`config.mk`:
```
export PLATFORM = sky130hd
export DESIGN_NAME = hmf_front
export DESIGN_NICKNAME = d
export VERILOG_FILES = /design/src/rtl/core/hmf_pkg.sv /design/src/rtl/core/hmf_front.sv
export SDC_FILE = /design/constraint.sdc
export NUM_CORES = 1
export LEC_CHECK = 0
export ABC_AREA = 0
export BUFFER_PORTS_ARGS = -buffer_cell sky130_fd_sc_hd__buf_2
export CAP_MARGIN = 5
export CORE_MARGIN = 8
export CORE_UTILIZATION = 33
export DETAILED_ROUTE_END_ITERATION = 7
export MAX_ROUTING_LAYER = met4
export PLACE_DENSITY = 0.67
export SYNTH_ARGS = -nofsm -noshare
export SYNTH_HDL_FRONTEND = slang
export SYNTH_SLANG_ARGS = --single-unit
export TNS_END_PERCENT = 10
```
`constraint.sdc`:
```
create_clock -name clk -period 1.5 [get_ports clk]
set_clock_uncertainty 0.15 [all_clocks]
set_input_delay 0 -clock clk [delete_from_list [all_inputs] [get_ports clk]]
set_output_delay 0 -clock clk [all_outputs]
set_load 0.005 [all_outputs]
```
`src/rtl/core/hmf_pkg.sv`:
```
package hmf_pkg;

	localparam int VALUE_BITS   = 14;
	localparam int COUNT_BITS   = 12;
	localparam int HIST_DEPTH   = 2 ** VALUE_BITS;
	localparam int S_TDATA_BITS = ((VALUE_BITS + 7) / 8) * 8;
	localparam int M_TDATA_BITS = ((VALUE_BITS + COUNT_BITS + 7) / 8) * 8;
	localparam int QUEUE_DEPTH  = 4;
	localparam int QPTR_BITS    = $clog2(QUEUE_DEPTH);

	localparam logic [COUNT_BITS-1:0] COUNT_MAX = '1;

	typedef struct packed {
		logic                  last;
		logic [VALUE_BITS-1:0] value;
	} item_t;

	typedef struct packed {
		logic  valid;
		item_t item;
	} beat_t;

endpackage

```
`src/rtl/core/hmf_front.sv`:
```
module hmf_front (
	input  logic                              clk,
	input  logic                              arst_n,
	input  logic                              s_tvalid,
	output logic                              s_tready,
	input  logic [hmf_pkg::S_TDATA_BITS-1:0]  s_tdata,  // [VALUE_BITS-1:0] sample_value
	input  logic                              s_tlast,  // is_last
	output hmf_pkg::beat_t                    push,
	input  logic                              q_full
);

	logic           hold_vld_q;
	hmf_pkg::item_t hold_item_q;

	assign s_tready   = !hold_vld_q || !q_full;
	assign push.valid = hold_vld_q && !q_full;
	assign push.item  = hold_item_q;

	always_ff @(posedge clk or negedge arst_n) begin
		if (!arst_n) begin
			hold_vld_q <= 1'b0;
		end else if (s_tready) begin
			hold_vld_q <= s_tvalid;
		end
	end

	always_ff @(posedge clk) begin
		if (s_tready && s_tvalid) begin
			hold_item_q.value <= s_tdata[hmf_pkg::VALUE_BITS-1:0];
			hold_item_q.last  <= s_tlast;
		end
	end

endmodule

```
== Word-level counts from Yosys, hierarchy flattened ==
Cells that the tools add are included.

* Register bits: 16
* Input port bits: 21
* Word-level logic and storage cells: 8

* Reduce and logical (&&, ||, !) cells: 5

{| class="wikitable"
|+ Operators by type and width
! cell !! number
|-
| logical AND 1 bit || 2
|-
| logical NOT 1 bit || 2
|-
| logical OR 1 bit || 1
|}

== Longest topological paths before layout ==
Gate-level depths: netlist of run 1.

* Depth after elaboration: 3
* Gate-level depth with buffers: 1
* Mapped depth without buffers: 1

== Least setup slack after synthesis of run 1 ==
OpenSTA, ideal clock, no wires.

* Kind: register to register
* From: register hold_vld_q
* To: register hold_item_q, in the netlist push[0], enable pin
* Data arrival time: 1134 ps
* Required time: 959 ps
* Path slack: -175 ps
* Cell stages (with the launch flop): 2
* Path buffers: 0
* Period minus slack after synthesis: 1675 ps
* Cells stage by stage: dfrtp_1 -> a21boi_1

* Word-level cells in the longest chain between the ends: 3

{| class="wikitable"
|+ Ends and longest elaborated chain
! element !! line !! text
|-
| start: declaration || hmf_front.sv:12 || <nowiki>logic hold_vld_q;</nowiki>
|-
| start signal: assignment || hmf_front.sv:23 || <nowiki>hold_vld_q <= s_tvalid;</nowiki>
|-
| logical NOT 1 bit || hmf_front.sv:15 || <nowiki>assign s_tready = !hold_vld_q || !q_full;</nowiki>
|-
| logical OR 1 bit || hmf_front.sv:15 ||
|-
| logical AND 1 bit || hmf_front.sv:28 || <nowiki>if (s_tready && s_tvalid) begin</nowiki>
|-
| end: declaration || hmf_front.sv:13 || <nowiki>hmf_pkg::item_t hold_item_q;</nowiki>
|}

Every way passes these cells.
A chain may end at the register's enable or synchronous reset.

== Worst setup path in the final report of run 1 ==
* From: register hold_vld_q
* To: register hold_vld_q

* Word-level cells in the longest chain between the ends: 2

{| class="wikitable"
|+ Ends and longest elaborated chain
! element !! line
|-
| logical NOT 1 bit || hmf_front.sv:15
|-
| logical OR 1 bit || hmf_front.sv:15
|}

Every way passes these cells.

==> summary.txt, run 1 <==
Outcome
  • Status: complete, no violations

Logic synthesis
  • Cells after Synth: 20
  • Syn_nets: between 40 and 50
  • Syn. warnings: 0
  • Syn avg cell area: 25.0 um^2
  • Cell Area, Synth: 500 um^2
  • Register bit total from synthesis: 16
  • Netlist cell types: 6
  • Seq/Total Area, Yosys: 95.0%

Floorplan
  • Core Box Area: 1470 um^2
  • Die Wd: about 55 um
  • Rows: 14
  • Die Y: between 50 and 60 um
  • Starting density of the core: about a third
  • Io pins: 38
  • Die area: approximately 3000 um^2

Detailed routing
  • DR vias: roughly 400
  • Post-DR wirelength/cell: between 10 and 15 um
  • DR DRC count: 0
  • Final WL: 1220 um
  • First-pass detailed-route iteration total: 2
  • DR vias/cell: between 4 and 5
  • Drt initial violations: 1
  • Post-DRT Antenna Nets: 0

Power
  • Switch Pwr: about 160 uW
  • Gate power share: 13.1%
  • VDD IR-drop max: 606 uV
  • Int Pwr: just under 700 uW
  • Sequential power share: between 60 and 70%
  • Switching part of the total: between 10% and 20%
  • Clock share of power: 25.2%
  • Power Density: 911 nW/um^2
  • Pleak: 0.000409 uW

Clocking
  • Clock Path Buffers: 2
  • Clock Sinks: 16
  • CTS H-tree lvls: 1
  • Clock slew at reported path FFs: 0.08 ns
  • CTS Buf Count: 3
  • Worst skew pair latency: ~0.27 ns
  • CTS tree: yes
  • Root buffer cell: clkbuf_4

Min path
  • Worst hold path type: in -> reg

Timing
  • Minimum clock period: around 1.4 ns
  • Slew margin rel.: 91.5%
  • Actual slew at the worst max-slew pin: 0.127 ns
  • Endpoints failing setup: 0
  • Crit share post-route: 91.9%
  • Final hold violations: 0
  • F_max: 0.726 GHz
  • Max-slew violation total from the final report: 0
  • Setup TNS: 0 ns
  • Hold_ws: 0.0710 ns
  • RSZ-0062 raised after global routing: false

Global route
  • All-layer global routing usage: 9.14%
  • Initial antenna violation count: 0
  • First-pass GRT wire length: approximately 1900 um
  • Largest net degree at the start of global routing: 11
  • Gr ovfl total: 0
  • Number of global-route vias before repair: 441

Place
  • PortBufs: 35
  • Cells after DPL: 73
  • Cell Area, Placed: about 710 um^2
  • Routability cong.: approximately 0.64

Cells and area
  • Final Cell Area: a little over 900 um^2
  • Finished Layout Cells: 96
  • Fraction of layout cells with a size suffix above 1: 51.2%
  • # diodes: 0
  • P&R area growth vs syn: 86.0%
  • # fillers: between 100 and 150
  • Fin util: 63.3%
  • Fin nets: 102

Setup path
  • Crit path arrival time: 1.39 ns
  • Crit path max-delay family: buffers and inverters
  • Setup CP Type: reg -> reg
  • Worst-path cell chain: a21o_1, dlygate4sd3_1
  • Crit. End Element: flop
  • Crit Path Max Fanout: 4
  • Worst setup SP type: flop
  • Crit path largest cell delay: 0.54 ns
  • Req. time, crit path: between 1.5 and 2 ns
  • Worst path bufs/invs: 1
  • Critical path's slowest cell: dlygate4sd3_1

Run
  • Maxcap violations: 0
cells in the final DEF (no fill, tap or decap):
cell type / synthesis / routed
a21boi_2: 0 / 1
a21o_1: 1 / 1
buf_2: 0 / 35
buf_4: 0 / 2
clkbuf_4: 0 / 3
clkinv_1: 0 / 1
dfrtp_1: 1 / 1
dlygate4sd3_1: 0 / 19
edfxtp_1: 15 / 15
nand2_1: 1 / 1
nor2b_1: 1 / 1
flip-flops by register name, summed over array words and instances, names as in the netlist:
name,count
push,15
hold_vld_q,1
final cells by class:
type                    instances  area, um^2  share of cell area, %
multi-input cells               4        28.8                   3.09
repair buffers                 56         380                   40.9
well taps                      16        20.0                   2.15
flip-flops and latches         16         475                   51.1
clock buffers                   3        22.5                   2.42
clock inverters                 1        3.75                  0.403
power by group through the flow:
stage | Combinational, uW | Clock (uW) | Sequential [uW]
after floorplan | 13.1 | 0 | 538
after global placement | 72.8 | 0 | 533
after detailed placement | 74.5 | 0 | 534
after CTS | 113 | 228 | 524
after global routing | 123 | 247 | 526
final | 111 | 214 | 523
synthesized netlist by cell type (all sizes together):
master	count	share of area, %
a21o	1	1.5
a21boi	1	1.5
nor2b	1	1.3
dfrtp	1	5.0
nand2	1	0.75
edfxtp	15	90
metrics by stage:
stage	worst slack, ns	total power [uW]
5_1_grt	0.0769	896
3_5_place_dp	0.305	609
4_1_cts	0.119	865
6_report	0.122	848
3_3_place_gp	0.317	606
2_1_floorplan	0.0809	551
cell families (layout without fill, tap and decap cells):
| logic type | Yosys count | in the layout | synth area share (%) |
|---|---|---|---|
| flops | 16 | 16 | 95.0 |
| compound gates | 2 | 2 | 3.00 |
| simple gates | 2 | 2 | 2.00 |
| buf+inv | 0 | 60 | 0 |
worst min-delay path, cell delays in order:
cell and delay, ns:
buf_2 0.11, a21boi_2 0.06, buf_4 0.15
final timing paths:
kind | start | endpoint | slack (ns) | depth (start not counted)
min in group asynchronous | arst_n | hold_vld_q | 0.40 | 3
min | q_full | push[7] | 0.07 | 3
max reg2reg | hold_vld_q | hold_vld_q | 0.12 | 2
min reg2reg | hold_vld_q | push[7] | 0.63 | 2
max in group asynchronous | arst_n | hold_vld_q | 0.70 | 3
max | hold_vld_q | hold_vld_q | 0.12 | 2
per-layer routing:
metal  up-vias  GRT usage [%]  part of all wire [%]
li1        199              -                     -
met1       176           8.41                    38
met2        25           14.7                    46
met3         2           5.35                    16
met4         0           4.80                  0.66
met5         -              -                     0
repair_timing:
action	in CTS	in global routing
setup buffers	0	0
hold endpoints to repair	17	0
hold buffers	19	0
resized for setup	0	0
No activity file was read; power rests on OpenSTA's default activity.
==> inputs of run 2 (changes only) <==
--- a/config.mk
+++ b/config.mk
@@ -13,6 +13,7 @@
 export DETAILED_ROUTE_END_ITERATION = 7
 export MAX_ROUTING_LAYER = met4
 export PLACE_DENSITY = 0.67
+export REMOVE_ABC_BUFFERS = 1
 export SYNTH_ARGS = -nofsm -noshare
 export SYNTH_HDL_FRONTEND = slang
 export SYNTH_SLANG_ARGS = --single-unit
==> summary.txt, run 2 (synthesized netlist as in run 1, its figures left out) <==
Power
  • Sequential power share: 60.7%
  • Clock share of power: a little over a quarter
  • Switch Pwr: 179 uW
  • VDD IR-drop max: 500 uV
  • Gate power share: 12.6%
  • Switching part of the total: 20.8%
  • Total Power: 863 uW
  • Pleak: roughly 0.00040 uW
  • Int Pwr: 684 uW
  • Power Density: 938 nW/um^2

Outcome
  • Status: complete, no violations

Min path
  • Worst hold path endpoint: push[7]
  • Hold path cells: 3
  • Worst hold path type: in -> reg
  • Hold wc startpoint: q_full

Setup path
  • Crit. End Element: flop
  • Crit path arrival time: about 1.4 ns
  • Worst setup SP type: flop
  • Crit Path Max Fanout: 4
  • Worst Reg-to-Reg Cells: 2
  • FF-to-FF End: hold_vld_q
  • Req. time, crit path: 1.52 ns
  • Setup CP Type: reg -> reg
  • Reg-to-reg slack, setup: ~0.12 ns
  • Worst R2R Start: hold_vld_q

Timing
  • Crit share post-route: a little over 90%
  • Final WS setup: 0.117 ns
  • Actual slew at the worst max-slew pin: 0.191 ns
  • RSZ-0062 raised after global routing: false
  • Final hold violations: 0
  • Max-slew violation total from the final report: 0
  • Minimum clock period: between 1 and 1.5 ns
  • Slew margin rel.: between 80% and 90%
  • F_max: 0.723 GHz
  • Endpoints failing setup: 0

Cells and area
  • Fin nets: 101
  • # fillers: between 100 and 150
  • Max FFs per register: 15
  • Commonest cells after routing, fill and taps aside: buf_2, dlygate4sd3_1, edfxtp_1
  • Commonest non-fill, non-tap cell in the layout: buf_2
  • Fraction of layout cells with a size suffix above 1: approximately half
  • P&R area growth vs syn: 83.7%
  • Fin util: 62.5%
  • # diodes: 0
  • Finished Layout Cells: 95

Clocking
  • CTS tree: yes
  • Clock Sinks: 16
  • Worst skew pair latency: 0.28 ns
  • Post-CTS sizing: 0
  • CTS H-tree lvls: 1
  • CTS Buf Count: 3
  • Clock Path Buffers: 2
  • Root buffer cell: clkbuf_4
  • Clock slew at reported path FFs: 0.09 ns

Detailed routing
  • Drt initial violations: 5
  • Post-DRT Antenna Nets: 0
  • DR DRC count: 0
  • Post-DR wirelength/cell: 14.4 um
  • DR vias/cell: 4.08
  • DR vias: between 300 and 400
  • First-pass detailed-route iteration total: 2
  • Final WL: approximately 1400 um

Place
  • PortBufs: 35
  • Routability cong.: 0.577
  • Post-place setup slack: 0.271 ns
  • Cells after DPL: slightly above 70

Global route
  • Initial antenna violation count: 0
  • First-pass GRT wire length: between 1500 and 2000 um
  • GR Layer Usage met2: roughly 18%
  • Met1 Track Usage GR: 8.08%
  • Met3 Resource Use GR: 2.94%
  • Grt peak-use layer: met2
  • Largest net degree at the start of global routing: 16
  • Gr ovfl total: 0
  • All-layer global routing usage: 9.53%
  • Number of global-route vias before repair: around 420

Floorplan
  • Die area: 3020 um^2
  • Die Wd: 54.9 um
  • Core Box Area: 1470 um^2
  • Rows: 14
  • Io pins: 38
  • Die Y: 54.9 um
  • Starting density of the core: roughly 34%

Run
  • Maxcap violations: 0
## run 2: cell count changes in the layout (fill, tap and decap cells not counted), sizes merged
cell,previous run,this run
buf,37,36
## run 2: layout make-up
cell class              count  area (um^2)  share of cell area [%]
clock buffers               3         22.5                    2.45
clock inverters             1         3.75                   0.408
multi-input cells           4         25.0                    2.72
flip-flops and latches     16          475                    51.7
well taps                  16         20.0                    2.18
repair buffers             55          373                    40.5
## run 2: worst max-delay path by stage
stage | start | to | slack, ns | cells past startpoint
after global placement | hold_vld_q | push[3] | 0.30 | 2
after floorplan | hold_vld_q | push[0] | -0.17 | 1
after detailed placement | hold_vld_q | push[2] | 0.27 | 2
final | hold_vld_q | hold_vld_q | 0.12 | 2
after CTS | hold_vld_q | hold_vld_q | 0.13 | 2
after global routing | hold_vld_q | hold_vld_q | 0.09 | 2
## run 2: power by group through the flow
stage | logic, uW | clock network [uW] | registers (uW)
after floorplan | 12.4 | 0 | 538
after global placement | 68.8 | 0 | 533
after detailed placement | 70.6 | 0 | 534
after CTS | 110 | 231 | 524
after global routing | 118 | 260 | 527
final | 109 | 230 | 524
## run 2: timing repair
action	CTS	global route
setup buffers	0	0
endpoints found under the setup margin	0	0
endpoints found under the hold margin	17	0
hold buffers	19	0
## run 2: through the flow
stage	instance area, um^2	TNS, ns	hold WS [ns]
5_1_grt	920	0	0.128
4_1_cts	920	0	0.119
6_report	920	0	0.120
2_1_floorplan	500	-2.62	-0.446
3_5_place_dp	703	0	-0.374
3_3_place_gp	703	0	-0.374
## run 2: routing by layer
layer | part of all wire (%) | wire [um] | up-vias
met1 | 34 | 466 | 173
met2 | 58 | 789 | 17
met4 | 1.9 | 26 | 0
li1 | - | - | 196
met3 | 6.4 | 88 | 2
met5 | 0 | 0 | -
## run 2: critical path, cell delays in order, from the launching register on
cell           delay (ns)
dfrtp_1              0.42
a21o_1               0.16
dlygate4sd3_1        0.55
==> inputs of run 3 (changes only) <==
--- a/config.mk
+++ b/config.mk
@@ -11,6 +11,7 @@
 export CORE_MARGIN = 8
 export CORE_UTILIZATION = 33
 export DETAILED_ROUTE_END_ITERATION = 7
+export GPL_ROUTABILITY_DRIVEN = 0
 export MAX_ROUTING_LAYER = met4
 export PLACE_DENSITY = 0.67
 export REMOVE_ABC_BUFFERS = 1
==> constraint.sdc (replaced) <==
create_clock -name clk -period 1.5 [get_ports clk]
set_clock_uncertainty 0.15 [all_clocks]
set_input_delay 0.3 -clock clk [delete_from_list [all_inputs] [get_ports clk]]
set_output_delay 0.3 -clock clk [all_outputs]
set_load 0.005 [all_outputs]
==> summary.txt, run 3 (synthesized netlist as in run 1, its figures left out) <==
Detailed routing
  • First-pass detailed-route iteration total: 3
  • DR vias: 307
  • Post-DRT Antenna Nets: 0
  • Drt initial violations: 2
  • DR vias/cell: 3.99
  • DR DRC count: 0
  • Final WL: between 1000 and 1500 um
  • Post-DR wirelength/cell: 13.8 um

Floorplan
  • Die Y: 54.9 um
  • Core Box Area: 1470 um^2
  • Starting density of the core: 34.0%
  • Die Wd: 54.9 um
  • Die area: 3020 um^2
  • Rows: 14
  • Io pins: 38

Min path
  • Worst hold path type: in -> reg

Timing
  • Slew margin rel.: 87.5%
  • F_max: around 0.72 GHz
  • Endpoints failing setup: 0
  • Minimum clock period: 1.38 ns
  • Final hold violations: 0
  • Crit share post-route: 92.0%
  • Max-slew violation total from the final report: 0
  • Actual slew at the worst max-slew pin: around 0.19 ns
  • RSZ-0062 raised after global routing: false

Cells and area
  • Commonest non-fill, non-tap cell in the layout: buf_2
  • Reg area: between 400 and 500 um^2
  • Fin nets: 83
  • Multi-input logic area: 25.0 um^2
  • Max FFs per register: 15
  • P&R area growth vs syn: 47.7%
  • Fraction of layout cells with a size suffix above 1: 63.9%
  • Fin util: 50.3%
  • # fillers: roughly 140
  • # diodes: 0
  • Final Cell Area: roughly 740 um^2
  • Commonest cells after routing, fill and taps aside: buf_2, edfxtp_1, clkbuf_4

Power
  • Clock share of power: 27.4%
  • Int Pwr: 659 uW
  • Pleak: 0.000329 uW
  • Sequential power share: 64.0%
  • VDD IR-drop max: 596 uV
  • Switch Pwr: 159 uW
  • Gate power share: 8.6%
  • Switching part of the total: 19.4%
  • Power Density: roughly 1100 nW/um^2

Run
  • Maxcap violations: 0

Setup path
  • Crit path arrival time: a little over 0.9 ns
  • Req. time, crit path: 1.05 ns
  • Setup CP Type: reg -> out
  • Crit. End Element: output pin
  • Crit Path Max Fanout: 4
  • Worst setup SP type: flop

Clocking
  • Worst skew pair latency: 0.27 ns
  • Root buffer cell: clkbuf_4
  • Post-CTS Setup Bufs: 0
  • Clock Path Buffers: 2
  • CTS tree: yes
  • CTS H-tree lvls: 1
  • Post-CTS sizing: 0
  • Clock slew at reported path FFs: roughly 0.09 ns
  • Clock Sinks: 16
  • CTS Buf Count: 3

Outcome
  • Status: complete, no violations

Global route
  • Number of global-route vias before repair: around 330
  • Initial antenna violation count: 0
  • Gr ovfl total: 0
  • Largest net degree at the start of global routing: 16
  • First-pass GRT wire length: roughly 1500 um
  • All-layer global routing usage: 7.66%

Place
  • Cell Area, Placed: 703 um^2
  • PortBufs: 35
## run 3: cell types whose count changed in the layout (fill, tap and decap cells not counted)
cell	change
dlygate4sd3_1	-18
clkbuf_1	+1
clkinv_1	-1
## run 3: per-stage QoR
step                TNS [ns]  instances  power [uW]  worst slack (ns)  hold slack, ns
floorplan              -2.62         20         550            -0.175          -0.146
global placement           0         72         601             0.247         -0.0737
detailed placement         0         72         605             0.231         -0.0727
CTS                        0         77         833             0.107          0.0309
global route               0         77         858            0.0548          0.0192
finish                     0         77         818             0.120          0.0441
## run 3: worst paths after layout
kind	from	endpoint	slack, ns	depth (start not counted)
min in group asynchronous	arst_n	hold_vld_q	0.16	2
hold / removal	s_tdata[8]	push[8]	0.04	1
setup reg to reg	hold_vld_q	push[3]	0.28	2
max in group asynchronous	arst_n	hold_vld_q	0.95	2
setup / recovery	hold_vld_q	push[15]	0.12	2
hold reg to reg	hold_vld_q	hold_vld_q	0.38	1
## run 3: power groups by stage
stage / clock network [uW] / registers, uW / logic, uW
floorplan: 0 / 538 / 12.4
global placement: 0 / 533 / 68.4
detailed placement: 0 / 534 / 70.5
CTS: 237 / 524 / 72.6
global route: 254 / 527 / 77.2
finish: 224 / 523 / 70.2
## run 3: final cells by class
cell class,count,area share [%]
flip-flops and latches,16,64.3
multi-input cells,4,3.38
clock buffers,4,3.55
repair buffers,37,26.1
well taps,16,2.71
## run 3: critical path, stage by stage (launching register included)
cell     delay [ns]
dfrtp_1        0.41
nor2b_1        0.13
buf_2          0.12
## run 3: per-layer routing
layer | up-vias | part of all wire, % | GRT usage, %
met3 | 2 | 8.3 | 2.41
met5 | - | 0 | -
met1 | 133 | 35 | 7.40
met4 | 0 | 0.57 | 4.80
met2 | 13 | 56 | 13.0
li1 | 159 | - | -
## run 3: what timing repair did
item / CTS / global route
hold buffers: 1 / 0
hold endpoints to repair: 1 / 0
endpoints found under the setup margin: 0 / 0
