### config.mk
export PLATFORM = sky130hd
export DESIGN_NAME = hmf_queue
export DESIGN_NICKNAME = d
export VERILOG_FILES = /design/src/rtl/core/hmf_pkg.sv /design/src/rtl/core/hmf_queue.sv
export SDC_FILE = /design/constraint.sdc
export NUM_CORES = 1
export LEC_CHECK = 0
export BUFFER_PORTS_ARGS = -buffer_cell sky130_fd_sc_hd__buf_2
export CAP_MARGIN = 10
export CORE_ASPECT_RATIO = 2
export CORE_UTILIZATION = 56
export DETAILED_ROUTE_END_ITERATION = 10
export PLACE_DENSITY = 0.82
export SLEW_MARGIN = 25
export SYNTH_ARGS = -nofsm -noshare
export SYNTH_HDL_FRONTEND = slang
export SYNTH_SLANG_ARGS = --single-unit
### constraint.sdc
create_clock -name clk -period 1.7 [get_ports clk]
set_input_delay 0.425 -clock clk [delete_from_list [all_inputs] [get_ports clk]]
set_output_delay 0.425 -clock clk [all_outputs]
set_load 0.03 [all_outputs]
### src/rtl/core/hmf_pkg.sv
package hmf_pkg;

	localparam int VALUE_BITS   = 14;
	localparam int COUNT_BITS   = 12;
	localparam int HIST_DEPTH   = 2 ** VALUE_BITS;
	localparam int S_TDATA_BITS = ((VALUE_BITS + 7) / 8) * 8;
	localparam int M_TDATA_BITS = ((VALUE_BITS + COUNT_BITS + 7) / 8) * 8;
	localparam int QUEUE_DEPTH  = 4;
	localparam int QPTR_BITS    = $clog2(QUEUE_DEPTH);

	localparam logic [COUNT_BITS-1:0] COUNT_MAX = '1;

	typedef struct packed {
		logic                  last;
		logic [VALUE_BITS-1:0] value;
	} item_t;

	typedef struct packed {
		logic  valid;
		item_t item;
	} beat_t;

endpackage

### src/rtl/core/hmf_queue.sv
module hmf_queue (
	input  logic           clk,
	input  logic           arst_n,
	input  hmf_pkg::beat_t push,
	output logic           full,
	output hmf_pkg::beat_t head,
	input  logic           pop
);

	hmf_pkg::item_t                entries_q [hmf_pkg::QUEUE_DEPTH];
	logic [hmf_pkg::QPTR_BITS-1:0] wr_ptr_q;
	logic [hmf_pkg::QPTR_BITS-1:0] rd_ptr_q;
	logic [hmf_pkg::QPTR_BITS:0]   count_q;

	assign full       = (count_q == (hmf_pkg::QPTR_BITS+1)'(hmf_pkg::QUEUE_DEPTH));
	assign head.valid = (count_q != '0);
	assign head.item  = entries_q[rd_ptr_q];

	always_ff @(posedge clk or negedge arst_n) begin
		if (!arst_n) begin
			wr_ptr_q <= '0;
			rd_ptr_q <= '0;
			count_q  <= '0;
		end else begin
			if (push.valid) begin
				wr_ptr_q <= (wr_ptr_q == (hmf_pkg::QPTR_BITS)'(hmf_pkg::QUEUE_DEPTH - 1)) ?
					'0 : wr_ptr_q + 1'b1;
			end
			if (pop) begin
				rd_ptr_q <= (rd_ptr_q == (hmf_pkg::QPTR_BITS)'(hmf_pkg::QUEUE_DEPTH - 1)) ?
					'0 : rd_ptr_q + 1'b1;
			end
			if (push.valid && !pop) begin
				count_q <= count_q + 1'b1;
			end else if (!push.valid && pop) begin
				count_q <= count_q - 1'b1;
			end
		end
	end

	always_ff @(posedge clk) begin
		if (push.valid) begin
			entries_q[wr_ptr_q] <= push.item;
		end
	end

endmodule

## Word-level counts from Yosys, hierarchy flattened

Memories as Yosys holds them, arrays and structs flattened.
Cells that the tools add are included.
W data, S select, Z words.

| cells by class | value |
|---|---|
| add/subtract/negate cells | 4 |
| equality and inequality tests | 3 |
| muxes and demuxes | 6 |
| reduce and logical (&&, ||, !) cells | 6 |

Operators by type and width:

| operator | number |
|---|---|
| $mux W3 | 2 |
| $add A2 B1 Y2 const B | 2 |
| $eq A2 B2 Y1 const B | 2 |
| $mux W2 | 2 |
| $add A3 B1 Y3 const B | 1 |
| $eq A3 B3 Y1 const B | 1 |
| $reduce_bool A3 Y1 | 1 |
| $sub A3 B1 Y3 const B | 1 |
| $logic_and A1 B1 Y1 | 2 |
| $logic_not A1 Y1 | 2 |
| $mux W1 | 2 |
| $reduce_bool A2 Y1 | 1 |

| storage, ports and cells | value |
|---|---|
| flip-flop bits (word level) | 7 |
| bits in writable memories | 60 |
| input port bits | 19 |
| logic and storage cells | 23 |
| memories | 1 |

Memory list:

| memory | words | bits a word | read ports | clocked after Yosys merged registers in | wr ports | line | source |
|---|---|---|---|---|---|---|---|
| entries_q | 4 | 15 | 1 | 0 | 1 | hmf_queue.sv:10 | `hmf_pkg::item_t entries_q [hmf_pkg::QUEUE_DEPTH];` |

## Logic depth before layout (Yosys ltp)

Gate-level depths: netlist (run 1).

| depth | value |
|---|---|
| word-level depth | 4 |
| depth in mapped cells | 7 |
| gate-level depth less buffers | 7 |

## Worst setup path after synthesis (run 1)

Ideal clock, no wire load.

| timing path | value |
|---|---|
| path type | register to output |
| start | register rd_ptr_q[0] (netlist name) |
| end | output port head[0] (netlist name) |
| arrival time | 1.224 ns |
| setup slack | 0.051 ns |
| cell stages (with the launch flop) | 4 |
| path buffers | 2 |
| cell sequence | dfrtp_1 buf_6 buf_12 mux4_2 |

RTL lines:

| what | line | source |
|---|---|---|
| from (decl) | hmf_queue.sv:12 | `logic [hmf_pkg::QPTR_BITS-1:0] rd_ptr_q;` |
| from (signal assigned) | hmf_queue.sv:30 | `rd_ptr_q <= (rd_ptr_q == (hmf_pkg::QPTR_BITS)'(hmf_pkg::QUEUE_DEPTH - 1)) ?` |
| to (decl) | hmf_queue.sv:6 | `output hmf_pkg::beat_t head,` |

==> impl_metrics.yaml, run 1 <==
setup_path:
  slowest_delay_ns: 0.54
  critPathKind: "flip-flop to primary output"
  path_common_cell: "buf_6"
  crit_path_start_kind: "flip-flop"
  crit_path_top_delay_cell: "mux4_2"
  crit_required_ns: 1.27
  cp_cell_sequence: "buf_6 -> mux4_2 -> buf_6"
  cp-end-kind: "primary output"
  crit_fanout: 8
  worstPathArrival_ns: 1.62
clock_network:
  htree_levels: 3
  cts_made_buffers: 9
  clock_path_buffers: 2
  clk_pin_slew_ns: 0.07
  cts_root_buf: "clkbuf_8"
  clk_latency_ns: 0.32
  cts_tree: "built"
  cts_sinks: 67
sta:
  fin_skew_ns: 0.00612
  hold_slack_ns: 0.317
  maxSlewHeadroom_pct: 84.3
  rsz0062_at_grt: "true"
  max_freq_mhz: 490
  final_hold_viol_count: 0
  worst_slew_pin_slew_ns: 0.236
  setup_ws_ns: -0.342
  post-route-min-period_ns: 2.04
  finalCritPeriodShare_pct: 120
  maxSlewViolCount: 0
  finalSetupViolCount: 15
floorplanning:
  dieWidth_um: 50.4
  core_um2: 4420
  start_util_pct: 59.2
  rows: 34
  fp.dieArea_um2: 4970
  fp.dieH_um: 98.7
  io_pins: 36
placed_design:
  gp_congestion: 0.677
  dp_cells: 212
  io_buffers: 35
  dp_hpwl_um: 3050
yosys:
  ys_top_cells_by_count: "60 x edfxtp_1, 8 x mux4_2, 7 x dfrtp_1, 7 x mux4_1, 6 x ha_1"
  ys_async_sr_fraction_pct: 10.4
  synth_seq_cells: 67
  synthDistinctLibCells: 21
  synth_warnings: 0
  yosysTopAreaCellShare_pct: 68.8
  synth_ff_type: "edfxtp_1"
  synth.net_count: 142
  synth_cells: 116
  syn_area_um2: 2620
  postSynthAreaPerCell_um2: 22.6
  synth_edf_count: 60
  synth.most_common_cell: "edfxtp_1"
  synth_area_leaders: "edfxtp_1 69%, mux4_1 7.0%, mux4_2 6.9%"
  synth_area_leader_cell: "edfxtp_1"
  synth_seq_area_share_pct: 75.5
final_layout:
  register_area_um2: 1980
  num_antenna_cells: 0
  drive_gt1_share_pct: 45.5
  area_delta_synth_final_pct: 23.3
  utilization_pct: 73.0
  stdcell_count: 232
  multi_input_area_um2: 569
  final_nets: 199
  nFillCells: 286
detailed_routing:
  vias: 1276
  wl_um: 4430
  wl_per_cell_um: 19.1
  routed-wl-met3_um: 166
  drc: 0
  routed_via_density: 5.50
  first_pass_iters: 4
  wl_met1_um: 1620
  highest_layer: "met4"
  drtIter0Drc: 41
  antenna_left: 0
  dr_wl_met2_um: 2550
flow_run:
  cap_violations: 0
status:
  status: "complete, but fails checks"
  violations: "negative setup slack"
grt:
  grt_max_degree: 17
  grt_pass1_wl_um: 6930
  grt_usage_pct: 20.5
  grt.overflow.total: 0
  grt_pass1_vias: 1432
  antenna_found_initial: 0
pwr:
  total_power_w: 0.00576
  peakVddDrop_v: 0.00113
  p_per_area_nw_per_um2: 1780
  p_leak_nw: 1.20
worst_hold_path:
  min_path_type: "primary input to flip-flop"
==> power by group <==
group | switching [W] | leakage (nW) | internal, W
logic | 0.00118 | 0.473 | 0.00109
clock network | 0.000510 | 0.0951 | 0.000712
registers | 0.000131 | 0.634 | 0.00214
==> cell usage in the layout (no fill, tap or decap), types with 2 or more instances in the layout <==
| cell type | instances |
|---|---|
| xor2_1 | 2 |
| buf_2 | 18 |
| clkbuf_8 | 10 |
| clkbuf_1 | 3 |
| ha_1 | 6 |
| buf_4 | 12 |
| dfrtp_1 | 7 |
| inv_1 | 4 |
| o21ai_0 | 2 |
| edfxtp_1 | 60 |
| mux2_2 | 2 |
| mux4_2 | 15 |
| nor2_1 | 2 |
| and2_1 | 4 |
| buf_6 | 18 |
| nand2_1 | 2 |
==> worst max-delay path, delay by kind of cell (launching register included) <==
| family | cells | cell delay, ns |
|---|---|---|
| multiplexers | 1 | 0.54 |
| buffers and inverters | 2 | 0.35 |
| flip-flops | 1 | 0.40 |
==> worst paths after layout <==
path,startpoint,to,slack (ns),cells after the start
worst min register to register,count_q[2]$_DFFE_PN0P_,count_q[2]$_DFFE_PN0P_,0.56,2
max in group asynchronous,arst_n,wr_ptr_q[1]$_DFFE_PN0P_,1.07,2
worst max register to register,count_q[0]$_DFFE_PN0P_,count_q[2]$_DFFE_PN0P_,0.22,5
worst min-delay path,push[7],entries_q[2][7]$_DFFE_PP_,0.32,1
worst max-delay path,rd_ptr_q[0]$_DFFE_PN0P_,head[3],-0.34,3
min in group asynchronous,arst_n,wr_ptr_q[0]$_DFFE_PN0P_,0.47,2
==> state kept, by name, indices dropped and copies added (netlist names) <==
register,count
entries_q,60
count_q,3
rd_ptr_q,2
wr_ptr_q,2
==> layer usage <==
metal / track usage (%) / vias up
li1: - / 578
met4: 11.5 / 0
met5: 0 / -
met2: 36.2 / 40
met3: 4.32 / 8
met1: 22.1 / 650
==> cells by family after synthesis <==
family | count (synthesis) | synth area share (%)
flops | 67 | 75.5
mux | 17 | 14.8
simple gates | 11 | 2.25
buf+inv | 8 | 2.15
fa+ha+maj | 7 | 3.63
compound gates | 3 | 0.717
xor+xnor | 3 | 1.00
==> timing repair <==
| item | in CTS | in global routing |
|---|---|---|
| hold buffers | 1 | 0 |
| resized for setup | 41 | 3 |
| endpoints found under the setup margin | 16 | 17 |
| endpoints found under the hold margin | 7 | 0 |
| pin swaps | 0 | 1 |
| buffers inserted | 3 | 0 |
==> metrics by stage <==
step / setup TNS (ns) / area (µm²) / worst slack (ns)
final: -4.82 / 3230 / -0.342
after floorplan: 0 / 2620 / 0.0514
after CTS: -4.87 / 3220 / -0.343
after global placement: 0 / 2920 / 0.00798
after detailed placement: -0.214 / 2920 / -0.0690
after global routing: -5.82 / 3230 / -0.406
==> area by class of cell <==
class,count,share of cell area [%]
sequential,67,61.2
multi-input combinational,41,17.6
timing repair buffer,50,12.8
clock buffer,13,4.61
tap,54,2.09
clock inverter,3,1.20
inverter,4,0.465
Note: power is estimated with default switching activity, not from simulation.
==> run 2, diff against run 1 <==
Clock period 1.7 ns to 2.2 ns, I/O delays scaled along.
==> run 2 against run 1 <==
The run now ends clean; die area stayed put; register-to-register slack better by 0.42 ns; core utilization is 0.65 points lower; flip-flop and latch count stayed put; clock-buffer cell count is 3 lower; sequential power is 19% lower; sequential share of layout area is 0.63 points higher; via count is 1.8% lower; first-iteration DRC count is 12% lower; largest cell class unchanged.
==> impl_metrics.yaml, run 2 (synthesized netlist as in run 1, its figures left out) <==
clock_network:
  cts_root_buf: "clkbuf_8"
  ctsHoldBuffers: 0
  clk_latency_ns: 0.33
  clock_path_buffers: 2
  clk_pin_slew_ns: 0.07
  htree_levels: 3
  cts_made_buffers: 9
  cts_tree: "built"
  cts_sinks: 67
pwr:
  p_leak_nw: 1.19
  p_per_area_nw_per_um2: 1400
  total_power_w: 0.00447
  peakVddDrop_v: 0.00102
placed_design:
  placed_area_um2: 2880
  dp_hpwl_um: 2750
  gp_congestion: 0.700
  io_buffers: 35
final_layout:
  utilization_pct: 72.3
  area_delta_synth_final_pct: 22.2
  drive_gt1_share_pct: 44.8
  regMostFlops: "entries_q"
  final_cell_mix: "60 x edfxtp_1, 20 x buf_2, 16 x buf_6"
  layout_commonest_cell: "edfxtp_1"
  fin_area_um2: 3200
  nFillCells: 275
  largest_reg_flops: 60
  reg.largest.list: "entries_q x60, count_q x3"
  final_nets: 193
  num_antenna_cells: 0
floorplanning:
  io_pins: 36
  core_um2: 4420
  rows: 34
  start_util_pct: 59.2
  fp.dieH_um: 98.7
  dieWidth_um: 50.4
  fp.dieArea_um2: 4970
setup_path:
  cp-startpoint: "rd_ptr_q[0]$_DFFE_PN0P_"
  crit_path_start_kind: "flip-flop"
  worstSetupEndpoint: "head[11]"
  worstPathArrival_ns: 1.65
  worst_r2r_path_depth: 5
  path_common_cell: "buf_6"
  r2r-start: "rd_ptr_q[0]$_DFFE_PN0P_"
  crit_required_ns: 1.65
  crit_path_top_delay_cell: "mux4_1"
  crit_fanout: 4
  slowest_delay_ns: 0.57
  critPathKind: "flip-flop to primary output"
  r2r_slack_ns: 0.64
  cp_cell_sequence: "buf_6 -> mux4_1 -> buf_6"
  cp-end-kind: "primary output"
  regToRegEndpoint: "rd_ptr_q[1]$_DFFE_PN0P_"
detailed_routing:
  antenna_left: 0
  routed_via_density: 5.54
  drtIter0Drc: 36
  drc: 0
  wl_per_cell_um: 20.1
  wl_um: 4540
  vias: 1253
  first_pass_iters: 4
sta:
  finalSetupViolCount: 0
  setup_tns_ns: 0
  maxSlewViolCount: 0
  maxSlewHeadroom_pct: 73.7
  post-route-min-period_ns: 2.20
  max_freq_mhz: 455
  finalCritPeriodShare_pct: 99.8
  rsz0062_at_grt: "true"
  hold_slack_ns: 0.0448
  fin_skew_ns: 0.00758
  final_hold_viol_count: 0
  worst_slew_pin_slew_ns: 0.394
status:
  status: "complete, no violations"
grt:
  grt.overflow.total: 0
  grt_pass1_wl_um: 7000
  antenna_found_initial: 0
  grt_usage_pct: 21.5
  grt_pass1_vias: 1417
  grt_max_degree: 18
flow_run:
  cap_violations: 0
worst_hold_path:
  min_path_type: "primary input to async pin"
run 2: changes by cell type in the layout (fill, tap and decap cells not counted), sizes merged:
cell	previous run	this run
clkinvlp	0	1
clkinv	2	4
clkbuf	13	10
dlygate4sd3	1	0
buf	49	44
run 2: final cells by class:
cell class / count / area (µm²) / area share (%)
Sequential cell: 67 / 1980 / 61.8
Clock buffer: 10 / 138 / 4.30
Tap cell: 54 / 67.6 / 2.11
Inverter: 4 / 15.0 / 0.469
Multi-Input combinational cell: 41 / 571 / 17.8
Clock inverter: 6 / 65.1 / 2.03
Timing Repair Buffer: 44 / 365 / 11.4
run 2: power breakdown:
part           total, W  switching (W)  internal (W)
logic           0.00164       0.000835      0.000800
registers       0.00183       0.000171       0.00165
clock network   0.00100       0.000452      0.000553
total           0.00447        0.00146       0.00301
run 2: critical path: cells and delay by family (launching register included):
family	cells	cell delay, ns
DFF	1	0.43
muxes	1	0.57
buffers and inverters	2	0.30
run 2: how the worst min path moves through the flow:
stage	cells past startpoint	startpoint	end	slack (ns)
final	1	arst_n	count_q[2]$_DFFE_PN0P_	0.04
after floorplan	0	arst_n	count_q[0]$_DFFE_PN0P_	0.25
after detailed placement	1	arst_n	wr_ptr_q[1]$_DFFE_PN0P_	0.39
after global placement	1	arst_n	wr_ptr_q[1]$_DFFE_PN0P_	0.39
after CTS	1	arst_n	wr_ptr_q[1]$_DFFE_PN0P_	0.03
after global routing	1	arst_n	count_q[1]$_DFFE_PN0P_	0.03
run 2: what timing repair did:
action / in CTS / in global routing
cloned: 1 / 0
resized for setup: 23 / 22
pin swaps: 0 / 0
endpoints found under the setup margin: 15 / 12
setup buffers: 3 / 0
run 2: metrics by stage:
step                      cells  worst slack, ns
after global placement      207            0.304
after global routing        226          -0.0458
after CTS                   227          -0.0208
final                       226          0.00446
after detailed placement    207            0.215
after floorplan             116            0.426
run 2: per-layer routing:
layer  wire [µm]  track usage [%]  vias to the layer above
met2        2580             35.8                       31
met4         191             15.2                        0
li1            -                -                      568
met5           0                0                        -
met3         109             6.79                       12
met1        1660             22.1                      642
==> run 3, diff against run 2 <==
Settings changed: SETUP_SLACK_MARGIN from default to 0.5.
==> run 3 against run 2 <==
Register-to-register slack improved by 0.03 ns; fmax increased by 0.63%; critical path type unchanged; clock skew decreased by 0.0024 ns; combinational power increased by 2%; global-route usage increased by 0.21 points; hold slack about the same; largest power group unchanged; worst setup slack improved by 0.014 ns.
==> impl_metrics.yaml, run 3 (synthesized netlist as in run 1, its figures left out) <==
floorplanning:
  fp.dieArea_um2: 4970
  rows: 34
  dieWidth_um: 50.4
  core_um2: 4420
  start_util_pct: 59.2
  io_pins: 36
  fp.dieH_um: 98.7
final_layout:
  reg.largest.list: "entries_q x60, count_q x3"
  utilization_pct: 72.8
  num_antenna_cells: 0
  area_delta_synth_final_pct: 23.0
  final_nets: 193
  final_cell_mix: "60 x edfxtp_1, 18 x buf_2, 17 x buf_6"
  layout_commonest_cell: "edfxtp_1"
  largest_reg_flops: 60
  fin_area_um2: 3220
  drive_gt1_share_pct: 46.5
  stdcell_count: 226
  regMostFlops: "entries_q"
sta:
  maxSlewViolCount: 0
  finalCritPeriodShare_pct: 99.2
  worst_slew_pin_slew_ns: 0.403
  fin_skew_ns: 0.00518
  hold_slack_ns: 0.0447
  max_freq_mhz: 458
  final_hold_viol_count: 0
  finalSetupViolCount: 0
  rsz0062_at_grt: "true"
  maxSlewHeadroom_pct: 73.1
  post-route-min-period_ns: 2.18
setup_path:
  crit_path_start_kind: "flip-flop"
  critPathKind: "flip-flop to primary output"
  cp-end-kind: "primary output"
  worstSetupEndpoint: "head[10]"
  regToRegEndpoint: "count_q[2]$_DFFE_PN0P_"
  cp-startpoint: "rd_ptr_q[0]$_DFFE_PN0P_"
  r2r-start: "count_q[0]$_DFFE_PN0P_"
  crit_required_ns: 1.65
  crit_fanout: 8
  worst_r2r_path_depth: 5
  worstPathArrival_ns: 1.63
  r2r_slack_ns: 0.67
pwr:
  peakVddDrop_v: 0.000878
  p_per_area_nw_per_um2: 1420
  p_leak_nw: 1.19
  total_power_w: 0.00456
clock_network:
  cts_tree: "built"
  cts_made_buffers: 9
  clock_path_buffers: 2
  cts_root_buf: "clkbuf_8"
  clk_latency_ns: 0.32
  htree_levels: 3
  clk_pin_slew_ns: 0.07
  cts_sinks: 67
  ctsHoldBuffers: 0
detailed_routing:
  antenna_left: 0
  first_pass_iters: 4
  drc: 0
  wl_per_cell_um: 20.3
  drtIter0Drc: 25
  routed_via_density: 5.55
  wl_um: 4590
  vias: 1255
grt:
  grt.overflow.total: 0
  grt_usage_pct: 21.7
  grt_pass1_vias: 1415
  grt_pass1_wl_um: 7390
  antenna_found_initial: 0
  grt_max_degree: 18
flow_run:
  cap_violations: 0
placed_design:
  io_buffers: 35
  dp_cells: 206
  gp_congestion: 0.651
  placed_area_um2: 2880
  dp_hpwl_um: 2980
status:
  status: "complete, no violations"
worst_hold_path:
  min_path_type: "primary input to async pin"
[run 3: routing by layer]
metal | vias to the layer above | wire [µm] | GRT usage [%]
met1 | 638 | 1630 | 24.3
met4 | 0 | 117 | 9.40
met3 | 10 | 177 | 4.78
li1 | 567 | - | -
met2 | 40 | 2670 | 38.6
met5 | - | 0 | 0
[run 3: final cells by class]
type                       instances  area (µm²)
clock buffer                      11         131
clock inverter                     5        77.6
fill                             279        1200
inverter                           4        15.0
multi-input combinational         41         569
sequential                        67        1980
tap                               54        67.6
timing repair buffer              44         379
[run 3: what timing repair did]
item                       in CTS  in global routing
setup endpoints to repair      17                 17
gates cloned                    1                  0
gates resized for setup        45                  2
pin swaps                       2                  0
setup buffers                   3                  0
[run 3: how the worst min path moves through the flow]
stage | from | endpoint | slack (ns)
final | arst_n | count_q[1]$_DFFE_PN0P_ | 0.04
after global routing | arst_n | count_q[1]$_DFFE_PN0P_ | 0.05
after CTS | arst_n | count_q[1]$_DFFE_PN0P_ | 0.04
after detailed placement | arst_n | wr_ptr_q[0]$_DFFE_PN0P_ | 0.39
after global placement | arst_n | wr_ptr_q[1]$_DFFE_PN0P_ | 0.38
after floorplan | arst_n | count_q[0]$_DFFE_PN0P_ | 0.25
[run 3: power breakdown]
part	internal, W	switching [W]
clock	0.000635	0.000410
sequential	0.00166	0.000172
combinational	0.000837	0.000846
total	0.00313	0.00143
[run 3: per-stage QoR]
stage                     setup TNS (ns)  worst slack (ns)
after floorplan                        0             0.426
after global placement                 0             0.282
after detailed placement               0             0.188
after CTS                        -0.0478           -0.0329
after global routing             -0.0602           -0.0254
final                                  0            0.0182
[run 3: critical path, stage by stage (launching register included)]
cell     delay, ns
dfrtp_2       0.43
buf_12        0.16
mux4_2        0.55
buf_6         0.16
